File: config.mk
export PLATFORM = sky130hd
export DESIGN_NAME = spi_master_byte_exchange_top
export DESIGN_NICKNAME = d
export VERILOG_FILES = /design/src/rtl/core/spimbx_pkg.sv /design/src/rtl/core/spimbx_csr.sv /design/src/rtl/core/spimbx_engine.sv /design/src/rtl/core/spi_master_byte_exchange_top.sv
export SDC_FILE = /design/constraint.sdc
export NUM_CORES = 1
export LEC_CHECK = 0
export BUFFER_PORTS_ARGS = -buffer_cell sky130_fd_sc_hd__buf_2
export CORE_MARGIN = 1.5
export CORE_UTILIZATION = 30
export DETAILED_ROUTE_END_ITERATION = 8
export GPL_TIMING_DRIVEN = 0
export MAX_ROUTING_LAYER = met4
export PLACE_DENSITY = 0.45
export SKIP_CTS_REPAIR_TIMING = 1
export SLEW_MARGIN = 15
export SYNTH_ARGS = -nofsm -noshare
export SYNTH_HDL_FRONTEND = slang
export SYNTH_SLANG_ARGS = --single-unit
File: constraint.sdc
create_clock -name clock -period 3.7 [get_ports clock]
set_input_delay 0.74 -clock clock [delete_from_list [all_inputs] [get_ports clock]]
set_output_delay 0.74 -clock clock [all_outputs]
set_load 0.02 [all_outputs]
File: src/rtl/core/spimbx_pkg.sv
`timescale 1ns / 1ps
// ----------------------------------------------------------------------------
// spimbx_pkg: shared types and constants of the spi byte exchange master
// Configuration record, response record, register indexes and the sck
// divisor table.
// ----------------------------------------------------------------------------
package spimbx_pkg;

   // default build values
   localparam int DATA_BITS_DEFAULT   = 8;
   localparam int MAX_DIVISOR_DEFAULT = 128;

   // field widths fixed by the interface
   localparam int BYTE_W     = 8;
   localparam int RATE_W     = 3;
   localparam int MODE_W     = 2;
   localparam int CSR_IDX_W  = 2;
   localparam int CSR_DATA_W = 3;
   localparam int DIVISOR_W  = 8;

   // configuration register indexes
   typedef enum logic [CSR_IDX_W-1:0] {
      CSR_RATE_SELECT = 2'd0,
      CSR_SPI_MODE    = 2'd1,
      CSR_LSB_FIRST   = 2'd2,
      CSR_ENABLE      = 2'd3
   } csr_index_type;

   // configuration registers as seen by the engine
   typedef struct packed {
      logic [RATE_W-1:0] rate_select;
      logic [MODE_W-1:0] spi_mode;
      logic              lsb_first;
      logic              enable;
   } cfg_type;

   // one response item
   typedef struct packed {
      logic              sck_out;
      logic              mosi_out;
      logic              busy_res;
      logic              done_res;
      logic [BYTE_W-1:0] received_byte;
      logic              write_collision;
   } rsp_type;

   // sck divisor from {double, r1, r0}
   function automatic logic [DIVISOR_W-1:0] divisor_of(input logic [RATE_W-1:0] code);
      logic [DIVISOR_W-1:0] div;
      case (code)
         3'd0:    div = 8'd4;
         3'd1:    div = 8'd16;
         3'd2:    div = 8'd64;
         3'd3:    div = 8'd128;
         3'd4:    div = 8'd2;
         3'd5:    div = 8'd8;
         3'd6:    div = 8'd32;
         3'd7:    div = 8'd64;
         default: div = 8'd4;
      endcase
      return div;
   endfunction

endpackage

File: src/rtl/core/spimbx_csr.sv
`timescale 1ns / 1ps
// ----------------------------------------------------------------------------
// spimbx_csr: configuration registers
// Holds rate select, spi mode, bit order and enable; written by index.
// ----------------------------------------------------------------------------
module spimbx_csr (
   input  logic                                clock,
   input  logic                                reset,
   input  logic                                csr_write_enable,
   input  logic [spimbx_pkg::CSR_IDX_W-1:0]    csr_index,
   input  logic [spimbx_pkg::CSR_DATA_W-1:0]   csr_write_data,
   output spimbx_pkg::cfg_type                 cfg
);

   spimbx_pkg::cfg_type cfg_ff;
   spimbx_pkg::cfg_type cfg_in;

   // register write decode
   always_comb begin
      cfg_in = cfg_ff;
      if (csr_write_enable) begin
         case (spimbx_pkg::csr_index_type'(csr_index))
            spimbx_pkg::CSR_RATE_SELECT: cfg_in.rate_select = csr_write_data[2:0];
            spimbx_pkg::CSR_SPI_MODE:    cfg_in.spi_mode    = csr_write_data[1:0];
            spimbx_pkg::CSR_LSB_FIRST:   cfg_in.lsb_first   = csr_write_data[0];
            spimbx_pkg::CSR_ENABLE:      cfg_in.enable      = csr_write_data[0];
            default:                     cfg_in             = cfg_ff;
         endcase
      end
   end

   always_ff @(posedge clock) begin
      if (reset) begin
         cfg_ff <= '0;
      end else begin
         cfg_ff <= cfg_in;
      end
   end

   assign cfg = cfg_ff;

endmodule

File: src/rtl/core/spimbx_engine.sv
`timescale 1ns / 1ps
// ----------------------------------------------------------------------------
// spimbx_engine: spi transfer state and per-tick update
// Shift register, prescaler, edge counter and sck/mosi levels; one tick of
// the serial engine per accepted request.
// ----------------------------------------------------------------------------
module spimbx_engine #(
   parameter int DATA_BITS   = spimbx_pkg::DATA_BITS_DEFAULT,
   parameter int MAX_DIVISOR = spimbx_pkg::MAX_DIVISOR_DEFAULT
) (
   input  logic                             clock,
   input  logic                             reset,
   input  spimbx_pkg::cfg_type              cfg,
   input  logic                             step,
   input  logic                             operation,
   input  logic [spimbx_pkg::BYTE_W-1:0]    send_byte,
   input  logic                             miso_in,
   output spimbx_pkg::rsp_type              result
);

   localparam int EDGE_W     = $clog2(2 * DATA_BITS + 1);
   localparam int PRESCALE_W = $clog2(MAX_DIVISOR / 2 + 1);
   localparam int WIDE_W     = (DATA_BITS > spimbx_pkg::BYTE_W) ? DATA_BITS
                                                                : spimbx_pkg::BYTE_W;
   localparam logic [EDGE_W-1:0] TOTAL_EDGES = EDGE_W'(2 * DATA_BITS);
   localparam logic [spimbx_pkg::DIVISOR_W-1:0] DIV_LIMIT =
      spimbx_pkg::DIVISOR_W'(MAX_DIVISOR);

   logic [DATA_BITS-1:0]  shift_ff,    shift_in;
   logic [EDGE_W-1:0]     edge_ff,     edge_in;
   logic [PRESCALE_W-1:0] prescale_ff, prescale_in;
   logic                  sck_ff,      sck_in;
   logic                  active_ff,   active_in;
   logic [DATA_BITS-1:0]  hold_ff,     hold_in;
   logic                  mosi_ff,     mosi_in;

   logic [spimbx_pkg::DIVISOR_W-1:0] divisor;
   logic [spimbx_pkg::DIVISOR_W-1:0] divisor_clamped;
   logic [PRESCALE_W-1:0]            half_period;
   logic [WIDE_W-1:0]                send_wide;
   logic [WIDE_W-1:0]                hold_wide;
   logic                             done;
   logic                             collision;

   // half period of sck in ticks, at least one
   always_comb begin
      divisor         = spimbx_pkg::divisor_of(cfg.rate_select);
      divisor_clamped = (divisor > DIV_LIMIT) ? DIV_LIMIT : divisor;
      half_period     = PRESCALE_W'(divisor_clamped >> 1);
      if (half_period == '0) begin
         half_period = PRESCALE_W'(1);
      end
   end

   assign send_wide = WIDE_W'(send_byte);

   // one tick of the serial engine
   always_comb begin
      logic cpol;
      logic cpha;
      logic leading;
      cpol        = cfg.spi_mode[1];
      cpha        = cfg.spi_mode[0];
      leading     = 1'b0;
      shift_in    = shift_ff;
      edge_in     = edge_ff;
      prescale_in = prescale_ff;
      sck_in      = sck_ff;
      active_in   = active_ff;
      hold_in     = hold_ff;
      mosi_in     = mosi_ff;
      done        = 1'b0;
      collision   = 1'b0;
      if (!cfg.enable) begin
         active_in   = 1'b0;
         edge_in     = '0;
         prescale_in = '0;
         sck_in      = cpol;
      end else if (active_ff) begin
         collision   = operation;
         prescale_in = prescale_ff + PRESCALE_W'(1);
         if (prescale_in >= half_period) begin
            leading     = ~edge_ff[0];
            prescale_in = '0;
            sck_in      = ~sck_ff;
            edge_in     = edge_ff + EDGE_W'(1);
            if (leading != cpha) begin
               // sample miso into the shift register
               if (cfg.lsb_first) begin
                  shift_in = {miso_in, shift_ff[DATA_BITS-1:1]};
               end else begin
                  shift_in = {shift_ff[DATA_BITS-2:0], miso_in};
               end
            end else if (edge_in < TOTAL_EDGES) begin
               mosi_in = cfg.lsb_first ? shift_ff[0] : shift_ff[DATA_BITS-1];
            end
            // last edge: latch the received word
            if (edge_in >= TOTAL_EDGES) begin
               done      = 1'b1;
               hold_in   = shift_in;
               active_in = 1'b0;
               edge_in   = '0;
               sck_in    = cpol;
            end
         end
      end else begin
         sck_in = cpol;
         if (operation) begin
            shift_in    = send_wide[DATA_BITS-1:0];
            active_in   = 1'b1;
            edge_in     = '0;
            prescale_in = '0;
            if (!cpha) begin
               mosi_in = cfg.lsb_first ? shift_in[0] : shift_in[DATA_BITS-1];
            end
         end
      end
   end

   // state update on each accepted request
   always_ff @(posedge clock) begin
      if (reset) begin
         shift_ff    <= '0;
         edge_ff     <= '0;
         prescale_ff <= '0;
         sck_ff      <= 1'b0;
         active_ff   <= 1'b0;
         hold_ff     <= '0;
         mosi_ff     <= 1'b0;
      end else if (step) begin
         shift_ff    <= shift_in;
         edge_ff     <= edge_in;
         prescale_ff <= prescale_in;
         sck_ff      <= sck_in;
         active_ff   <= active_in;
         hold_ff     <= hold_in;
         mosi_ff     <= mosi_in;
      end
   end

   // response fields from the updated state
   assign hold_wide = WIDE_W'(hold_in);

   always_comb begin
      result.sck_out         = sck_in;
      result.mosi_out        = mosi_in;
      result.busy_res        = active_in;
      result.done_res        = done;
      result.received_byte   = hold_wide[spimbx_pkg::BYTE_W-1:0];
      result.write_collision = collision;
   end

endmodule

File: src/rtl/core/spi_master_byte_exchange_top.sv
`timescale 1ns / 1ps
// ----------------------------------------------------------------------------
// spi_master_byte_exchange_top: spi master, one byte exchange per transfer
//
//   port group | direction | handshake         | payload
//   req_*      | in        | req_valid/ready   | operation, send_byte, miso_in
//   rsp_*      | out       | rsp_valid/ready   | sck, mosi, busy, done, rx, coll
//   csr_*      | in        | csr_write_enable  | csr_index, csr_write_data
//
// One request per cycle unless stalled; its response appears in the output
// register on the next cycle. The whole tick update is one pass of logic after
// the state registers, so the request rate is set by the response register alone.
// A request is taken whenever the response register is empty or being read.
// Synchronous reset clears configuration, transfer state and response valid.
// ----------------------------------------------------------------------------
module spi_master_byte_exchange_top #(
   parameter int DATA_BITS   = spimbx_pkg::DATA_BITS_DEFAULT,
   parameter int MAX_DIVISOR = spimbx_pkg::MAX_DIVISOR_DEFAULT
) (
   input  logic                                clock,
   input  logic                                reset,
   // request channel
   input  logic                                req_valid,
   output logic                                req_ready,
   input  logic                                req_operation,
   input  logic [spimbx_pkg::BYTE_W-1:0]       req_send_byte,
   input  logic                                req_miso_in,
   // response channel
   output logic                                rsp_valid,
   input  logic                                rsp_ready,
   output logic                                rsp_sck_out,
   output logic                                rsp_mosi_out,
   output logic                                rsp_busy_res,
   output logic                                rsp_done_res,
   output logic [spimbx_pkg::BYTE_W-1:0]       rsp_received_byte,
   output logic                                rsp_write_collision,
   // configuration write port
   input  logic                                csr_write_enable,
   input  logic [spimbx_pkg::CSR_IDX_W-1:0]    csr_index,
   input  logic [spimbx_pkg::CSR_DATA_W-1:0]   csr_write_data
);

   spimbx_pkg::cfg_type cfg;
   spimbx_pkg::rsp_type result;
   spimbx_pkg::rsp_type rsp_ff;
   logic                rsp_valid_ff;
   logic                rsp_valid_in;
   logic                step;

   spimbx_csr u_csr (
      .clock            (clock),
      .reset            (reset),
      .csr_write_enable (csr_write_enable),
      .csr_index        (csr_index),
      .csr_write_data   (csr_write_data),
      .cfg              (cfg)
   );

   spimbx_engine #(
      .DATA_BITS   (DATA_BITS),
      .MAX_DIVISOR (MAX_DIVISOR)
   ) u_engine (
      .clock     (clock),
      .reset     (reset),
      .cfg       (cfg),
      .step      (step),
      .operation (req_operation),
      .send_byte (req_send_byte),
      .miso_in   (req_miso_in),
      .result    (result)
   );

   // request handshake
   assign req_ready = ~rsp_valid_ff | rsp_ready;
   assign step      = req_valid & req_ready;

   // response register
   always_comb begin
      rsp_valid_in = rsp_valid_ff;
      if (step) begin
         rsp_valid_in = 1'b1;
      end else if (rsp_ready) begin
         rsp_valid_in = 1'b0;
      end
   end

   always_ff @(posedge clock) begin
      if (reset) begin
         rsp_valid_ff <= 1'b0;
      end else begin
         rsp_valid_ff <= rsp_valid_in;
      end
   end

   always_ff @(posedge clock) begin
      if (step) begin
         rsp_ff <= result;
      end
   end

   assign rsp_valid           = rsp_valid_ff;
   assign rsp_sck_out         = rsp_ff.sck_out;
   assign rsp_mosi_out        = rsp_ff.mosi_out;
   assign rsp_busy_res        = rsp_ff.busy_res;
   assign rsp_done_res        = rsp_ff.done_res;
   assign rsp_received_byte   = rsp_ff.received_byte;
   assign rsp_write_collision = rsp_ff.write_collision;

endmodule

# Yosys cells after proc, flatten, opt, wreduce, memory -nomap -nowiden
# Memory sizes are Yosys's and may differ from the RTL's. A register that Yosys moved wholly into a read port is not among the register bits.
# Index checks and enable logic that the tools add are counted.
# totals
reg_bits	52
romBits	56
input_bits	20
out_inout_bits	15
wordCells	93
memories	1
# mem_list
memory	depth	word_bits	read_ports	rd_ports_with_merged_regs	wr	line	source
(name not given)	8	7	1	1	0	spimbx_pkg.sv:50	case (code)
# op_classes
addsub	2
order_cmp	4
eq_ne	7
n_mux	43
bitwise	5
reduce_logical	13
# ops
op	n
2-to-1 mux 8 bit	10
2-to-1 mux 7 bit	5
2-to-1 mux 5 bit	5
2-to-1 mux 1 bit	21
AND reduction 2 bit	6
> comparator 8 bit (second input constant)	1
adder 7 x 1 -> 7 bit (second input constant)	1
greater-or-equal comparator 7 bit	1
logical NOT 7 bit	1
2-to-1 mux 3 bit	2
AND reduction 3 bit	2
adder 5 x 1 -> 5 bit (second input constant)	1
greater-or-equal comparator 5 bit (second input constant)	1
less-than comparator 5 bit (second input constant)	1
== test 2 bit (second input constant)	2
AND reduction 4 bit	1
nonzero test 2 bit	2
inequality test 3 x 2 -> 1 bit (second input constant)	1
inequality test 3 bit (second input constant)	1
inverter 1 bit	3
== test 2 x 1 -> 1 bit (second input constant)	1
logical NOT 2 bit	1
inequality test 2 bit (second input constant)	1
AND 1 bit	1
2 further kinds	2

# Depth between registers and ports, before layout
# Gate-level depths: netlist of run 1.
# logic_depth
word_depth	8
ltp_mapped	11
depth_no_buf	10

# Cells and area by module
# Synthesis of run 1 repeated with hierarchy kept, for this count alone.
# hier_totals
cells_unflattened	301
area_unflattened_um2	2884.0
# modules_own_cells
module	n_inst	cells_per_inst	area_each_um2	seq_area_each_um2
spimbx_engine	1	255	2127.0	620.6
spi_master_byte_exchange_top	1	18	445.4	410.4
spimbx_csr	1	28	311.5	140.1

# Worst setup path before layout of run 1
# OpenSTA, ideal clock, no wires.
# synth_timing
path_type	register to register
start	reg u_engine.prescale_ff[0]
end	reg rsp_ff (netlist bit rsp_received_byte[0]) (data pin)
setup_ps	262
arrival_ps	2494
required_ps	3438
path_slack_ps	944
path_stages_with_launch	11
n_path_buf	0
synth_period_minus_slack_ps	2756
path_cell_list	dfxtp_1 > ha_1 > nand3_1 > nor2_1 > xor2_1 > ha_1 > and3_1 > a221o_1 > a21oi_4 > nor3_4 > mux2_1
# synth_rtl
item	line	source
start, declared	spimbx_engine.sv:31	logic [PRESCALE_W-1:0] prescale_ff, prescale_in;
start signal, assigned	spimbx_engine.sv:133	prescale_ff <= prescale_in;
end signal, assigned	spi_master_byte_exchange_top.sv:97	rsp_ff <= result;
end, declared	spi_master_byte_exchange_top.sv:45	spimbx_pkg::rsp_type rsp_ff;

==> results of run 1 <==
## power by group
group | internal [uW] | switching [uW]
registers | 672 | 7.40
clock network | 376 | 279
logic | 40.8 | 87.6
total | 1090 | 374
## Yosys cell counts (2+ instances only)
| cell | n | area [um^2] |
|---|---|---|
| buf_4 | 2 | 15.01 |
| edfxtp_1 | 13 | 390.4 |
| a311oi_1 | 9 | 78.83 |
| nand3_1 | 9 | 45.04 |
| clkbuf_1 | 5 | 18.77 |
| mux2_2 | 5 | 56.30 |
| buf_2 | 7 | 35.03 |
| nand4_1 | 8 | 50.05 |
| o31ai_1 | 9 | 67.56 |
| a211oi_1 | 2 | 15.01 |
| a22oi_1 | 3 | 22.52 |
| nor2_1 | 32 | 120.1 |
| o21ai_0 | 2 | 10.01 |
| o311ai_0 | 3 | 26.28 |
| nor2b_1 | 4 | 25.02 |
| ha_1 | 9 | 112.6 |
| nor3_1 | 6 | 30.03 |
| mux2i_1 | 26 | 260.3 |
| mux2_1 | 3 | 33.78 |
| xnor2_1 | 4 | 35.03 |
| or2_2 | 3 | 18.77 |
| a21oi_1 | 38 | 190.2 |
| o21ai_1 | 3 | 15.01 |
| inv_1 | 9 | 33.78 |
| nand2_1 | 28 | 105.1 |
| and3_1 | 6 | 37.54 |
| dfxtp_1 | 46 | 920.9 |
| and2_1 | 2 | 12.51 |
| xor2_1 | 2 | 17.52 |
| a31oi_1 | 2 | 12.51 |
## sequential cells by signal, indices dropped and copies added, names as in the netlist, 5 cells and up
signal and flops:
rsp_received_byte 8, u_csr.cfg 7, u_engine.divisor 7, u_engine.edge_ff 5
u_engine.hold_ff 8, u_engine.prescale_ff 7, u_engine.shift_ff 8
## routing by layer
metal,share of wire,global-route usage
met5,0,-
met4,0.011,0.04563
met3,0.038,0.05138
met2,0.45,0.2467
met1,0.50,0.2150
## final timing paths
| path | startpoint | to | slack [ns] | cells after the start |
|---|---|---|---|---|
| max | u_engine.prescale_ff[0] | rsp_received_byte[1] | 0.54 | 10 |
| min reg2reg | u_engine.hold_ff[7] | u_engine.hold_ff[7] | 0.47 | 2 |
| min | u_engine.hold_ff[7] | u_engine.hold_ff[7] | 0.47 | 2 |
| max reg2reg | u_engine.prescale_ff[0] | rsp_received_byte[1] | 0.54 | 10 |
## cells by family after synthesis
kind of cell | after synthesis | synth area share
compound gates | 88 | 0.1979
xor+xnor | 7 | 0.02226
fa+ha+maj | 9 | 0.03642
buf+inv | 24 | 0.03440
flops | 59 | 0.4241
mux | 34 | 0.1133
simple gates | 107 | 0.1716
## per-stage QoR
| stage | std cells | hold WS, ns | utilization | total power [uW] | cell area (um^2) |
|---|---|---|---|---|---|
| after floorplan | 328 | 0.4442 | - | 771.8 | 3092 |
| after global placement | 495 | 0.4508 | 0.3475 | 822.1 | 3428 |
| after detailed placement | 495 | 0.4589 | 0.3475 | 821.6 | 3428 |
| after CTS | 511 | 0.4700 | 0.3695 | 1479 | 3645 |
| after global routing | 511 | 0.4856 | 0.3695 | 1522 | 3645 |
| final | 511 | 0.4684 | 0.3695 | 1463 | 3645 |
## worst max-delay path: cells and delay by family, from the launching register on
family / cells / cell delay, ns
AOI/OAI and AO/OA: 2 / 0.69
xor gates and xnor gates: 1 / 0.25
adders and majority gates: 2 / 0.52
DFF: 1 / 0.41
muxes: 1 / 0.33
and+or+nand+nor: 4 / 0.71
## layout make-up
type	instances	share of cell area
clock buffer	9	0.03399
buffer	15	0.01991
clock inverter	7	0.02540
timing repair buffer	34	0.04669
tap	133	0.04566
inverter	9	0.009269
multi-input combinational	245	0.4593
sequential	59	0.3598
==> metrics.txt, run 1 <==
number of synthesis warnings 0; Final Hold Fails 0; setup TNS 0 ns; final worst clock skew 0.01070 ns; syn_nets 357; vias in the first global route 2,550; Vias/cell 5.196; clk buf depth 2; area of the multi-input gates 1674 um^2; Tightest Pin Transition 0.8872 ns; ys async rst share 0; number of library cell types mapped by synthesis 58; Synth Instances 328; CP max-delay cell dfxtp_1; initial antenna violation count 0; Hold Path Class flop to flop; Critical Path RT 3.80 ns; synthesized area 3092 um^2; Layout area overhead 17.89%; Die X 104.5 um; kind of critical path flop to flop; Starting Density 0.3134; largest net degree at the start of global routing 19; latest clock arrival within the worst-skew pair 0.35 ns; CP Max Fanout 9; count of port buffers added during placement 34; Slew Viols, Final 0; leak pwr 0.001388 uW; Die Area 10,920 um^2; sequential share of the synthesized area 0.4241; most frequent cells in the layout 46 x dfxtp_1, 41 x buf_2, 38 x a21oi_1, 32 x nor2_1, 28 x nand2_1; PnR worst setup slack 0.5378 ns; final setup fails 0; Most common cell on crit path ha_1; Seq cells post-synth 59; pre-CTS WS 0.5200 ns; global-route wire length before repair 13,480 um; Worst Setup Start Kind flop; CP Capture Type flop; Peak supply drop 186.5 uV; RSZ-0062 raised after global routing false; status finished, final reports clean; post-layout min period 3.162 ns; H-tree depth 3; Worst-path clk slew 0.08 ns; Root Buffer clkbuf_8; antenna cells 0; DP Wirelength 5923 um; CP Cell Sequence ha_1, nand3_1, nor2_1, xor2_1, ha_1, and3_1, a221o_1, a21oi_4, nor3_4, mux2_1; Pwr Density 401.5 nW/um^2; Layout Nets 402; # fillers 1,017; period utilisation layout 0.8547; remaining routing DRC violations 0; GR Util All Layers 0.1652; Total Wirelength 8349 um; Mean Syn Cell Area 9.426 um^2; max-cap viol count 0; antenna viol nets, final 0; Seq. cell area 1311 um^2; chip height 104.5 um; Placer Congestion 0.7922; I/O pin cnt 35; Cell Rows 36; max incr delay on CP 0.41 ns; via count 2,655; CTS Buf Count 9; core area 9864 um^2; WL/cell 16.34 um; CTS sink cnt 59; Critical Path AT 3.26 ns; Pre-antenna DRT Iters 5; layout cells sized above 1 0.2011; Max-slew headroom 0.4043; Most used DFF post-synth dfxtp_1; commonest non-fill, non-tap cell in the layout dfxtp_1; number of synthesized flops with an enable pin 13; Initial DRC Count 176; gr ovfl total 0; CTS tree yes; fmax 0.3162 GHz
(Power assumes the default switching activity.)
==> run 2: changes to the inputs <==
--- a/config.mk
+++ b/config.mk
@@ -11,7 +11,7 @@
 export DETAILED_ROUTE_END_ITERATION = 8
 export GPL_TIMING_DRIVEN = 0
 export MAX_ROUTING_LAYER = met4
-export PLACE_DENSITY = 0.45
+export PLACE_DENSITY = 0.52
 export SKIP_CTS_REPAIR_TIMING = 1
 export SLEW_MARGIN = 15
 export SYNTH_ARGS = -nofsm -noshare
==> metrics.txt, run 2 (synthesis gave the netlist of run 1 again) <==
Placer Congestion 0.8362; antenna viol nets, final 0; power after layout 1394 uW; DP Area 3428 um^2; count of port buffers added during placement 34; met1 track demand over resource 0.1805; Total Wirelength 7887 um; Final Hold Fails 0; Hold WS 0.4705 ns; H-tree depth 3; Initial DRC Count 176; most frequent cells in the layout 46 x dfxtp_1, 41 x buf_2, 38 x a21oi_1, 32 x nor2_1, 28 x nand2_1; area of the multi-input gates 1674 um^2; Layout area overhead 17.12%; commonest non-fill, non-tap cell in the layout dfxtp_1; CP Max Fanout 10; layout cells sized above 1 0.2011; met3 GRT Util 0.04198; Max-slew headroom 0.4136; setup TNS 0 ns; Slew Viols, Final 0; latest clock arrival within the worst-skew pair 0.35 ns; antenna cells 0; post-layout min period 3.222 ns; Layout Nets 402; Peak supply drop 193.5 uV; clk buf depth 2; final instance area 3621 um^2; Vias/cell 5.225; largest net degree at the start of global routing 19; CP Capture Type flop; Tightest Pin Transition 0.8733 ns; GR Util All Layers 0.1555; Worst Setup Start Kind flop; CTS sink cnt 59; WL/cell 15.43 um; leak pwr 0.001382 uW; gr ovfl total 0; Cell Rows 36; Die Area 10,920 um^2; # fillers 994; grt met2 use 0.2486; Worst-path clk slew 0.08 ns; period utilisation layout 0.8707; PnR worst setup slack 0.4784 ns; Seq. cell area 1311 um^2; status finished, final reports clean; vias in the first global route 2,689; initial antenna violation count 0; Root Buffer clkbuf_8; core area 9864 um^2; Pwr Density 385.1 nW/um^2; remaining routing DRC violations 0; pre-CTS WS 0.4562 ns; Pre-antenna DRT Iters 4; CTS tree yes; gr busiest metal met2; chip height 104.5 um; final worst clock skew 0.01105 ns; DP Wirelength 5544 um; max-cap viol count 0; Hold Path Class flop to flop; I/O pin cnt 35; Critical Path RT 3.85 ns; kind of critical path flop to flop; via count 2,670; CTS Buf Count 9; Die X 104.5 um; global-route wire length before repair 13,100 um; fmax 0.3104 GHz; Critical Path AT 3.37 ns; Starting Density 0.3134; final setup fails 0; RSZ-0062 raised after global routing false
==> run 2: power by group <==
part	switching (uW)	total, uW	internal (uW)
sequential	7.43	679	672
clock	277	589	312
combinational	85.1	126	40.8
total	370	1390	1020
==> run 2: area by class of cell <==
cell class / instances / share of cell area
buffer: 15 / 0.02004
clock buffer: 10 / 0.03525
clock inverter: 6 / 0.01797
inverter: 9 / 0.009330
multi-input combinational: 245 / 0.4623
sequential: 59 / 0.3621
tap: 133 / 0.04596
timing repair buffer: 34 / 0.04699
==> run 2: path summary, 6_finish.rpt <==
kind / slack, ns / to / cells past startpoint / from
max: 0.48 / rsp_busy_res / 10 / u_engine.prescale_ff[0]
min: 0.47 / u_engine.hold_ff[6] / 2 / u_engine.hold_ff[6]
max reg2reg: 0.48 / rsp_busy_res / 10 / u_engine.prescale_ff[0]
min reg2reg: 0.47 / u_engine.hold_ff[6] / 2 / u_engine.hold_ff[6]
==> run 2: critical path, stage by stage, from the launching register on <==
cell      delay [ns]
dfxtp_1         0.40
ha_1            0.21
nand3_1         0.16
nor2_1          0.18
xor2_1          0.26
ha_1            0.30
and3_1          0.22
a221oi_1        0.38
o21ai_1         0.29
buf_2           0.28
a311oi_1        0.35
==> run 2: per-stage QoR <==
step           cells    util
2_1_floorplan    328       -
3_3_place_gp     495  0.3475
3_5_place_dp     495  0.3475
4_1_cts          511  0.3671
5_1_grt          511  0.3671
6_report         511  0.3671
==> run 2: routing by layer <==
layer  wire (um)  vias up
li1            -     1322
met1        3600     1260
met2        3640       72
met3         454       16
met4         192        0
met5           0        -
==> run 3: changes to the inputs <==
--- a/config.mk
+++ b/config.mk
@@ -6,8 +6,9 @@
 export NUM_CORES = 1
 export LEC_CHECK = 0
 export BUFFER_PORTS_ARGS = -buffer_cell sky130_fd_sc_hd__buf_2
-export CORE_MARGIN = 1.5
+export CORE_MARGIN = 2
 export CORE_UTILIZATION = 30
+export CTS_CLUSTER_DIAMETER = 60
 export DETAILED_ROUTE_END_ITERATION = 8
 export GPL_TIMING_DRIVEN = 0
 export MAX_ROUTING_LAYER = met4
==> constraint.sdc (replaced) <==
create_clock -name clock -period 3.1 [get_ports clock]
set_input_delay 0.62 -clock clock [delete_from_list [all_inputs] [get_ports clock]]
set_output_delay 0.62 -clock clock [all_outputs]
set_load 0.02 [all_outputs]
==> metrics.txt, run 3 (synthesis gave the netlist of run 1 again) <==
Slew Viols, Final 0; final core occ 0.3647; CP Capture Type flop; Die Area 11,130 um^2; Hold Crit Depth 2; fmax 0.3330 GHz; layout cells sized above 1 0.2277; count of port buffers added during placement 34; critical path depth 11; Peak supply drop 247.6 uV; max incr delay on CP 0.39 ns; CP top delay family compound AO/OA/AOI/OAI gates; Pre-antenna DRT Iters 4; Worst Setup Start Kind flop; antenna viol nets, final 0; period utilisation layout 0.9687; Root Buffer clkbuf_8; vias in the first global route 2,509; Critical Path AT 3.10 ns; WL/cell 15.04 um; core area 10,180 um^2; Die X 105.5 um; gr ovfl total 0; Cell Rows 37; Final Hold Fails 0; DP Wirelength 5510 um; latest clock arrival within the worst-skew pair 0.35 ns; final setup fails 0; remaining routing DRC violations 0; antenna cells 0; CP Cell Sequence ha_2, nand3_2, nor2_2, xor2_1, ha_1, and3_4, a221o_1, a21oi_4, nor3_4, buf_12, mux2_1; final instance area 3715 um^2; CP max-delay cell a221o_1; CP Buf/Inv Count 1; largest net degree at the start of global routing 19; I/O pin cnt 35; CTS Buf Count 9; Starting Density 0.3036; CP Max Fanout 9; Layout area overhead 20.15%; Initial DRC Count 155; non-filler cells, final 518; post-layout min period 3.003 ns; CTS tree yes; clk buf depth 2; Max-slew headroom 0.4692; Total Wirelength 7792 um; Tightest Pin Transition 0.7906 ns; H-tree depth 3; GR Util All Layers 0.1499; chip height 105.5 um; max-cap viol count 0; post-placement cell count 498; final worst clock skew 0.01038 ns; Pwr Density 455.1 nW/um^2; Placer Congestion 0.8371; global-route wire length before repair 12,690 um; kind of critical path flop to flop; setup TNS 0 ns; initial antenna violation count 0; Layout Nets 406; commonest non-fill, non-tap cell in the layout dfxtp_1; CTS sink cnt 59; via count 2,656; most frequent cells in the layout 44 x dfxtp_1, 41 x buf_2, 38 x a21oi_1, 31 x nor2_1, 28 x nand2_1; Critical Path RT 3.20 ns; Worst-path clk slew 0.07 ns; leak pwr 0.001409 uW; DP Area 3432 um^2; cells on worst reg2reg path 11; Hold Path Class flop to flop; Vias/cell 5.127; status finished, final reports clean
[run 3: cell types whose count changed in the layout (fill, tap and decap cells not counted), sizes merged]
| cell | before | now |
|---|---|---|
| buf | 44 | 48 |
| clkbuf | 15 | 19 |
| clkinv | 3 | 0 |
| bufinv | 1 | 0 |
| clkinvlp | 1 | 2 |
| inv | 10 | 9 |
[run 3: final cells by class]
class	count	area, um^2
buffer	15	72.57
clock buffer	14	195.2
clock inverter	2	15.01
fill	1068	6470
inverter	9	33.78
multi-input combinational	245	1699
sequential	59	1316
tap	136	170.2
timing repair buffer	38	212.7
[run 3: worst reg2reg max path: stages (launching register included)]
cell and delay [ns]:
dfxtp_4 0.37, ha_2 0.20, nand3_2 0.12, nor2_2 0.15
xor2_1 0.24, ha_1 0.31, and3_4 0.20, a221o_1 0.39
a21oi_4 0.23, nor3_4 0.08, buf_12 0.15, mux2_1 0.32
[run 3: path summary, 6_finish.rpt]
check                                from                   end  slack (ns)
setup / recovery  u_engine.prescale_ff[0]  rsp_received_byte[0]         0.1
hold / removal        u_engine.hold_ff[5]   u_engine.hold_ff[5]        0.47
setup reg to reg  u_engine.prescale_ff[0]  rsp_received_byte[0]         0.1
hold reg to reg       u_engine.hold_ff[5]   u_engine.hold_ff[5]        0.47
[run 3: layer usage]
| layer | part of all wire | up-vias | track usage |
|---|---|---|---|
| met4 | 0.017 | 0 | 0.05075 |
| met2 | 0.47 | 60 | 0.2318 |
| met5 | 0 | - | - |
| li1 | - | 1327 | - |
| met3 | 0.048 | 12 | 0.04205 |
| met1 | 0.46 | 1257 | 0.1892 |
[run 3: per-stage QoR]
step	total power (uW)	hold WS [ns]	worst slack [ns]
5_1_grt	1754	0.4970	-0.02116
3_5_place_dp	977.1	0.4615	-0.1093
4_1_cts	1703	0.4716	-0.1265
6_report	1690	0.4670	0.09711
2_1_floorplan	921.2	0.4442	0.3440
3_3_place_gp	976.2	0.4496	-0.1366
[run 3: report_power, final]
part / leakage, uW / internal [uW] / switching [uW] / total, uW
sequential: 0.000503 / 801 / 9.00 / 810
combinational: 0.000807 / 52.3 / 102 / 154
clock: 0.0000992 / 410 / 316 / 726
